**src/sv/u8u16_pkg.sv**
```systemverilog
package u8u16_pkg;

  localparam int ByteW = 8;
  localparam int UnitW = 16;
  localparam int CountW = 2;
  localparam int PayloadW = 6;

  localparam logic [UnitW-1:0] Replacement = 16'hFFFD;

  typedef enum logic [2:0] {
    CLS_ASCII,
    CLS_CONT,
    CLS_LEAD2,
    CLS_LEAD3,
    CLS_LEAD4,
    CLS_INVALID
  } byte_class_t;

  typedef struct packed {
    logic             valid;
    logic [UnitW-1:0] unit;
    logic             err;
    logic             last;
  } result_t;

  function automatic byte_class_t classify(input logic [ByteW-1:0] b);
    byte_class_t cls;
    if (b[7] == 1'b0) begin
      cls = CLS_ASCII;
    end else if (b[7:6] == 2'b10) begin
      cls = CLS_CONT;
    end else if (b[7:5] == 3'b110) begin
      cls = CLS_LEAD2;
    end else if (b[7:4] == 4'b1110) begin
      cls = CLS_LEAD3;
    end else if (b[7:3] == 5'b11110) begin
      cls = CLS_LEAD4;
    end else begin
      cls = CLS_INVALID;
    end
    return cls;
  endfunction

endpackage

```
**src/sv/utf8_to_utf16_unit_decoder.sv**
```systemverilog
// Channel  Dir  tdata (low bit up)  tuser     tlast
// s_*      in   byte_in[7:0]        -         end_of_string
// m_*      out  code_unit[15:0]     is_error  last_of_run
//
// One byte is taken per cycle while s_tready is high; results land in an output register the next cycle.
// A byte that yields two units (ASCII after an unfinished sequence) parks the
// second unit in a hold register, which closes s_tready until that unit moves to the output register.
// rst clears the pending count, accumulator and both result valids.
// m_tready low stalls the output register and, through it, s_tready.
module utf8_to_utf16_unit_decoder (
  input  logic                             clk,
  input  logic                             rst,
  input  logic                             s_tvalid,
  output logic                             s_tready,
  input  logic [u8u16_pkg::ByteW-1:0]      s_tdata,   // byte_in
  input  logic                             s_tlast,   // end_of_string
  output logic                             m_tvalid,
  input  logic                             m_tready,
  output logic [u8u16_pkg::UnitW-1:0]      m_tdata,   // code_unit
  output logic                             m_tuser,   // is_error
  output logic                             m_tlast    // last_of_run
);
  import u8u16_pkg::*;

  logic [UnitW-1:0]  accumulator;
  logic [UnitW-1:0]  accumulator_next;
  logic [CountW-1:0] pending_count;
  logic [CountW-1:0] pending_count_next;
  result_t           out_reg;
  result_t           hold_reg;
  result_t           res0;
  result_t           res1;
  byte_class_t       cls;
  logic              fire;

  assign s_tready = !hold_reg.valid && (!out_reg.valid || m_tready);
  assign fire     = s_tvalid && s_tready;
  assign cls      = classify(s_tdata);

  always_comb begin
    accumulator_next   = accumulator;
    pending_count_next = pending_count;
    res0 = '0;
    res1 = '0;
    case (cls)
      CLS_ASCII: begin
        if (pending_count != '0) begin
          res0 = '{valid: 1'b1, unit: Replacement, err: 1'b1, last: 1'b0};
          res1 = '{valid: 1'b1, unit: {{(UnitW-ByteW){1'b0}}, s_tdata},
                   err: 1'b0, last: 1'b0};
        end else begin
          res0 = '{valid: 1'b1, unit: {{(UnitW-ByteW){1'b0}}, s_tdata},
                   err: 1'b0, last: 1'b0};
        end
        pending_count_next = '0;
      end
      CLS_CONT: begin
        if (pending_count != '0) begin
          accumulator_next   = {accumulator[UnitW-PayloadW-1:0], s_tdata[PayloadW-1:0]};
          pending_count_next = pending_count - 1'b1;
          if (pending_count_next == '0) begin
            res0 = '{valid: 1'b1, unit: accumulator_next, err: 1'b0, last: 1'b0};
          end
        end else begin
          res0 = '{valid: 1'b1, unit: Replacement, err: 1'b1, last: 1'b0};
        end
      end
      CLS_LEAD2: begin
        pending_count_next = 2'd1;
        accumulator_next   = {{(UnitW-5){1'b0}}, s_tdata[4:0]};
      end
      CLS_LEAD3: begin
        pending_count_next = 2'd2;
        accumulator_next   = {{(UnitW-4){1'b0}}, s_tdata[3:0]};
      end
      CLS_LEAD4: begin
        pending_count_next = 2'd3;
        accumulator_next   = {{(UnitW-3){1'b0}}, s_tdata[2:0]};
      end
      default: begin
        res0 = '{valid: 1'b1, unit: Replacement, err: 1'b1, last: 1'b0};
        pending_count_next = '0;
      end
    endcase

    if (s_tlast) begin
      if (pending_count_next != '0) begin
        if (!res0.valid) begin
          res0 = '{valid: 1'b1, unit: Replacement, err: 1'b1, last: 1'b0};
        end else begin
          res1 = '{valid: 1'b1, unit: Replacement, err: 1'b1, last: 1'b0};
        end
      end
      pending_count_next = '0;
      accumulator_next   = '0;
    end

    if (res1.valid) begin
      res1.last = 1'b1;
    end else begin
      res0.last = 1'b1;
    end
  end

  always_ff @(posedge clk) begin
    if (rst) begin
      accumulator    <= '0;
      pending_count  <= '0;
      out_reg.valid  <= 1'b0;
      hold_reg.valid <= 1'b0;
    end else begin
      if (fire) begin
        accumulator   <= accumulator_next;
        pending_count <= pending_count_next;
        if (res0.valid) begin
          out_reg <= res0;
        end else begin
          out_reg.valid <= 1'b0;
        end
        hold_reg <= res1;
      end else if (hold_reg.valid && m_tready) begin
        out_reg        <= hold_reg;
        hold_reg.valid <= 1'b0;
      end else if (m_tready) begin
        out_reg.valid <= 1'b0;
      end
    end
  end

  assign m_tvalid = out_reg.valid;
  assign m_tdata  = out_reg.unit;
  assign m_tuser  = out_reg.err;
  assign m_tlast  = out_reg.last;

endmodule
```
**config.mk**
```make
export PLATFORM = sky130hd
export DESIGN_NAME = utf8_to_utf16_unit_decoder
export DESIGN_NICKNAME = d
export VERILOG_FILES = /design/src/sv/u8u16_pkg.sv /design/src/sv/utf8_to_utf16_unit_decoder.sv
export SDC_FILE = /design/constraint.sdc
export NUM_CORES = 1
export LEC_CHECK = 0
export ABC_AREA = 1
export BUFFER_PORTS_ARGS = -buffer_cell sky130_fd_sc_hd__buf_2
export CORE_ASPECT_RATIO = 1.5
export CORE_MARGIN = 2
export CORE_UTILIZATION = 38
export DETAILED_ROUTE_END_ITERATION = 10
export PLACE_DENSITY = 0.55
export SYNTH_ARGS = -nofsm -noshare
export SYNTH_HDL_FRONTEND = slang
export SYNTH_SLANG_ARGS = --single-unit
export TNS_END_PERCENT = 1
```
**constraint.sdc**
```tcl
create_clock -name clk -period 2.6 [get_ports clk]
set_input_delay 0.39 -clock clk [delete_from_list [all_inputs] [get_ports clk]]
set_output_delay 0.39 -clock clk [all_outputs]
set_load 0.005 [all_outputs]
```
==> run_results.csv, run 1 <==
group,metric,value,unit
drt,drt_iter0_markers,76,
floorplan,rows,33,
drt,drc_errors,0,
final_layout,most-common-layout-cells,"61 x nand2_1, 32 x buf_2, 30 x nor2_1",
power_and_ir_drop,combPwrFrac,14.0,%
sta,rsz0062_at_grt,"false",
clocking,clock_path_buffers,2,
clocking,clockRootBuffer,"clkbuf_8",
setup_path,crit_top_cell,"nor2_1",
clocking,post_cts_resized,0,
final_layout,fin_util,45.2,%
power_and_ir_drop,p_leak,0.00106,uW
floorplan,die_h,97.0,um
synthesis,ys_types,29,
sta,max-slew-margin-rel,45.4,%
final_layout,multi_input_area,902,sq um
setup_path,critical_path_class,"register to register",
sta,skew,0.00108,ns
synthesis,syn_area,2190,sq um
final_layout,area_delta_synth_final,14.0,%
sta,worst_pin_slew,0.816,ns
synthesis,synth_area_leader_cell,"edfxtp_1",
placement,portBuffers,32,
setup_path,slowest_delay,0.48,ns
drt,via_per_inst,4.64,
placement,gp_congestion,0.912,
clocking,insertion_delay,0.29,ns
synthesis,synth_area_leaders,"edfxtp_1 38%, dfxtp_1 13%, nand2_1 10%, nor2_1 5.1%, a21oi_1 4.3%",
flow_run,drv_cap,0,
setup_path,path_buf_inv,0,
grt,grt_max_degree,19,
final_layout,design_area,2500,sq um
power_and_ir_drop,p_seq_share,52.2,%
status,status,"completed",
clocking,cts_made_buffers,5,
sta,fmax,0.601,GHz
sta,maxSlewViolCount,0,
power_and_ir_drop,power_frac_clock,33.8,%
grt,grt_util_met2,25.3,%
setup_path,crit_chain,"nor2_2 > nor2_1 > nor2_1 > a21oi_1 > nor2_1 > nor2_2",
placement,dp_hpwl,3530,um
clocking,path_clk_slew,0.07,ns
final_layout,ff_latch_area,1120,sq um
final_layout,fillCellCount,577,
power_and_ir_drop,p_per_area,577,nW/um^2
final_layout,finalNetCount,303,
grt,first_global_vias,1575,
final_layout,largest_reg_flops,16,
setup_path,end_kind,"register",
sta,tns,0,ns
sta,finalCritPeriodShare,64.0,%
floorplan,ios,33,
placement,place_area,2400,sq um
clocking,postCtsHoldBufs,0,
power_and_ir_drop,ir_worst_vdd,0.301,mV
floorplan,dieWidth,66.0,um
setup_path,start_kind,"register",
synthesis,ys_seq_elements,42,
clocking,cts_max_level,2,
setup_path,worstPathRequired,2.76,ns
sta,finalHoldViolCount,0,
grt,grt_pass1_wl,7400,um
grt,track_usage,15.2,%
sta,setup_violations,0,
setup_path,critPathTopFamily,"simple AND/OR/NAND/NOR gates",
drt,wl,4510,um
power_and_ir_drop,power.internal,1090,uW
drt,ant_nets,0,
power_and_ir_drop,switching_share,24.2,%
clocking,post-cts-setup-buffers,0,
floorplan,start_util,39.6,%
drt,routedWlPerCell,12.5,um
setup_path,critPathSlowestCell,"dfxtp_1",
floorplan,die-area,6400,sq um
grt,antenna_found_initial,0,
clocking,cts_num_sinks,42,
clocking,cts_tree,"done",
final_layout,final_common_cell,"nand2_1",
power_and_ir_drop,p_sw,349,uW
floorplan,coreArea,5530,sq um
sta,hold_slack,0.362,ns
grt,use_met3,2.79,%
setup_path,cp.arrival,1.83,ns
setup_path,cp_max_fo,6,
synthesis,syn_inst,257,
synthesis,synth_top_area_share,38.4,%
sta,period_needed,1.66,ns
final_layout,n_antenna_cell,0,
synthesis,yosysWarnings,0,
hold_path,hp-class,"input port to register",
synthesis,yosysSeqAreaShare,51.2,%
drt,dr.pass1.iters,4,
grt,grt_busiest_layer,"met2",
final_layout,layout-drive-gt1-share,23.4,%
drt,vias,1670,
grt,grt-ovfl-total,0,
power_and_ir_drop,power,1440,uW
grt,gr-usage-met1,19.4,%
synthesis,avgSynthCellArea,8.52,sq um
## power by group through the flow
stage | logic [uW] | clock network [uW] | registers (uW)
after detailed placement | 204 | 0 | 769
after global routing | 232 | 535 | 756
after floorplan | 140 | 0 | 771
final | 202 | 487 | 753
after global placement | 205 | 0 | 768
after CTS | 205 | 505 | 753
## metrics by stage
step                      cells  setup WS, ns
final                       360         0.936
after global routing        360         0.785
after detailed placement    353         0.684
after global placement      353         0.711
after floorplan             258         0.724
after CTS                   360         0.912
## synthesized netlist by cell type
master	number
nand2_1	61
nor2_1	30
edfxtp_1	28
inv_1	24
a21oi_1	19
o21ai_0	15
dfxtp_1	14
nand3_1	14
nand4_1	9
or2_2	8
nor2_2	5
buf_2	4
buf_6	3
nand2_2	3
o211ai_1	3
clkbuf_1	2
inv_2	2
nand3_4	2
a31oi_1	1
buf_4	1
clkinv_2	1
conb_1	1
nand2_4	1
nand3_2	1
nand3b_1	1
nor2_4	1
nor2_8	1
nor3_4	1
o21ai_4	1
## worst reg2reg max path, stage by stage, from the launching register on
cell,delay (ns)
dfxtp_1,0.48
nor2_2,0.10
nor2_1,0.41
nor2_1,0.20
a21oi_1,0.20
nor2_1,0.08
nor2_2,0.07
## area by class of cell
class                   instances  share of cell area (%)
clock buffers                   5                    2.75
clock inverters                 2                    1.35
inverters                      27                    4.11
multi-input cells             179                    36.1
flip-flops and latches         42                    44.9
well taps                      70                    3.51
repair buffers                 35                    7.31
## layer usage
metal,wire length [um],vias up
met5,0,-
met4,83,0
met3,155,6
met2,2190,30
met1,2090,726
li1,-,908
## cells by family after synthesis
kind of cell	count (synthesis)	synth area share, %
DFF	42	51.2
and+or+nand+nor	138	31.0
other	1	0.171
AOI/OAI and AO/OA	39	9.82
buffers and inverters	37	7.82
## worst paths after layout
check                         from        endpoint  slack, ns  cells past startpoint
setup / recovery  pending_count[1]      m_tdata[4]       0.94                      6
hold / removal          s_tdata[0]  accumulator[0]       0.36                      3
setup reg to reg  pending_count[1]      m_tdata[4]       0.94                      6
hold reg to reg     accumulator[6]  accumulator[6]       0.46                      2
No activity file was read; power rests on OpenSTA's default activity.
==> run 2, diff against run 1 <==
- PLACE_DENSITY: 0.55 -> 0.57
- clock period: 2.6 -> 1.4 ns (I/O delays scaled with it)
==> run 2 against run 1 <==
Effect of this change:
- the flow now finishes with violations (negative setup slack)
- combinational power rose to 2.7 times the previous value
- first-iteration DRC count rose by 17%
- die area did not move
==> run_results.csv, run 2 (same netlist as run 1, synthesis figures left out) <==
group,metric,value,unit
status,status,"finished with violations",
status,violations,"negative setup slack",
sta,rsz0062_at_grt,"true",
setup_path,r2r_end,"m_tdata[15]",
final_layout,finalNetCount,340,
final_layout,largest_reg_flops,16,
final_layout,most-common-layout-cells,"57 x nand2_1, 34 x buf_4, 32 x buf_2",
sta,skew,0.00650,ns
floorplan,coreArea,5530,sq um
drt,routedWlPerCell,12.6,um
setup_path,reg2reg_depth,7,
floorplan,die-area,6400,sq um
setup_path,r2r-start,"m_tvalid",
power_and_ir_drop,p_per_area,921,nW/um^2
floorplan,start_util,39.6,%
grt,first_global_vias,1754,
setup_path,slowest_delay,0.33,ns
sta,period_needed,1.44,ns
setup_path,cp.arrival,1.50,ns
final_layout,layout-drive-gt1-share,41.2,%
hold_path,hold_depth,2,
clocking,clockRootBuffer,"clkbuf_8",
sta,finalHoldViolCount,0,
drt,vias,1885,
setup_path,worstPathRequired,1.46,ns
floorplan,die_h,97.0,um
grt,track_usage,16.8,%
power_and_ir_drop,ir_worst_vdd,0.631,mV
final_layout,design_area,2950,sq um
floorplan,dieWidth,66.0,um
drt,drt_iter0_markers,89,
sta,fin_ws,-0.0378,ns
clocking,cts_max_level,2,
drt,drc_errors,0,
placement,dp_hpwl,3910,um
setup_path,start_kind,"register",
final_layout,final_common_cell,"nand2_1",
sta,fmax,0.696,GHz
floorplan,ios,33,
flow_run,drv_cap,0,
setup_path,endpoint,"m_tdata[15]",
clocking,cts_tree,"done",
clocking,cts_made_buffers,5,
sta,maxSlewViolCount,0,
drt,wl,5000,um
final_layout,area_delta_synth_final,34.5,%
setup_path,critPathLaunch,"m_tvalid",
clocking,postCtsHoldBufs,0,
placement,place_area,2680,sq um
setup_path,cp_max_fo,18,
setup_path,critical_path_class,"register to register",
clocking,clock_path_buffers,2,
final_layout,n_antenna_cell,0,
placement,dp_slack,-0.100,ns
drt,ant_nets,0,
setup_path,end_kind,"register",
clocking,cts_num_sinks,42,
setup_path,critPathSlowestCell,"dfxtp_2",
hold_path,hp-class,"input port to register",
sta,finalCritPeriodShare,103,%
clocking,path_clk_slew,0.08,ns
clocking,insertion_delay,0.30,ns
setup_path,crit_chain,"inv_2 > nor2_4 > nor3_4 > nand4_1 > nand3_2 > clkinvlp_4 > buf_12",
sta,setup_violations,25,
placement,gp_congestion,0.887,
grt,grt_pass1_wl,8130,um
placement,portBuffers,32,
drt,dr.pass1.iters,4,
floorplan,rows,33,
drt,via_per_inst,4.74,
grt,grt_max_degree,19,
grt,antenna_found_initial,0,
setup_path,reg2reg_slack,-0.04,ns
power_and_ir_drop,p_leak,0.00125,uW
grt,grt-ovfl-total,0,
[run 2: cell types whose count changed in the layout (fill, tap and decap cells not counted), sizes merged]
| cell | change |
|---|---|
| bufinv | -1 |
| buf | +37 |
| inv | -1 |
| clkbuf | +1 |
| clkinvlp | +1 |
| clkinv | +1 |
[run 2: routing by layer]
metal | GRT usage (%) | wire, um | part of all wire (%)
met5 | 0 | 0 | 0
met1 | 20.1 | 2050 | 41
met3 | 2.79 | 122 | 2.4
met4 | 6.75 | 110 | 2.2
met2 | 29.2 | 2720 | 54
[run 2: where the power goes]
| group | total [uW] | internal, uW | switching (uW) |
|---|---|---|---|
| clock | 768 | 352 | 417 |
| combinational | 548 | 241 | 307 |
| sequential | 1400 | 1380 | 14.3 |
[run 2: how the worst min path moves through the flow]
stage,end,from,slack (ns)
6_report,hold_reg[18],rst,0.11
2_1_floorplan,accumulator[5],rst,0.28
3_3_place_gp,hold_reg[18],rst,0.42
4_1_cts,hold_reg[18],rst,0.10
3_5_place_dp,hold_reg[18],rst,0.43
5_1_grt,hold_reg[18],rst,0.11
[run 2: worst max-delay path: cells and delay by family, from the launching register on]
kind,cells,cell delay (ns)
and+or+nand+nor,4,0.56
buffers and inverters,3,0.32
DFF,1,0.33
[run 2: timing repair]
| action | in CTS | in global routing |
|---|---|---|
| endpoints found under the setup margin | 26 | 58 |
| setup buffers | 4 | 1 |
| pin swaps | 3 | 7 |
| gates cloned | 0 | 0 |
| resized for setup | 13 | 30 |
[run 2: layout make-up]
cell class                 instances  area [sq um]
timing repair buffer              72           509
sequential                        42          1120
inverter                          27           109
clock buffer                       6          72.6
clock inverter                     2          13.8
tap                               70          87.6
fill                             570          2590
multi-input combinational        179          1030
[run 2: metrics by stage]
stage               hold slack, ns  util [%]  power [uW]  instances  TNS (ns)
floorplan                    0.279         -        1700        258     -6.78
global placement             0.418      48.4        1890        385     -1.89
detailed placement           0.430      48.4        1900        385     -2.37
CTS                          0.102      51.2        2690        397   -0.0263
global route                 0.113      53.3        2860        398     -3.30
finish                       0.109      53.3        2710        398    -0.786
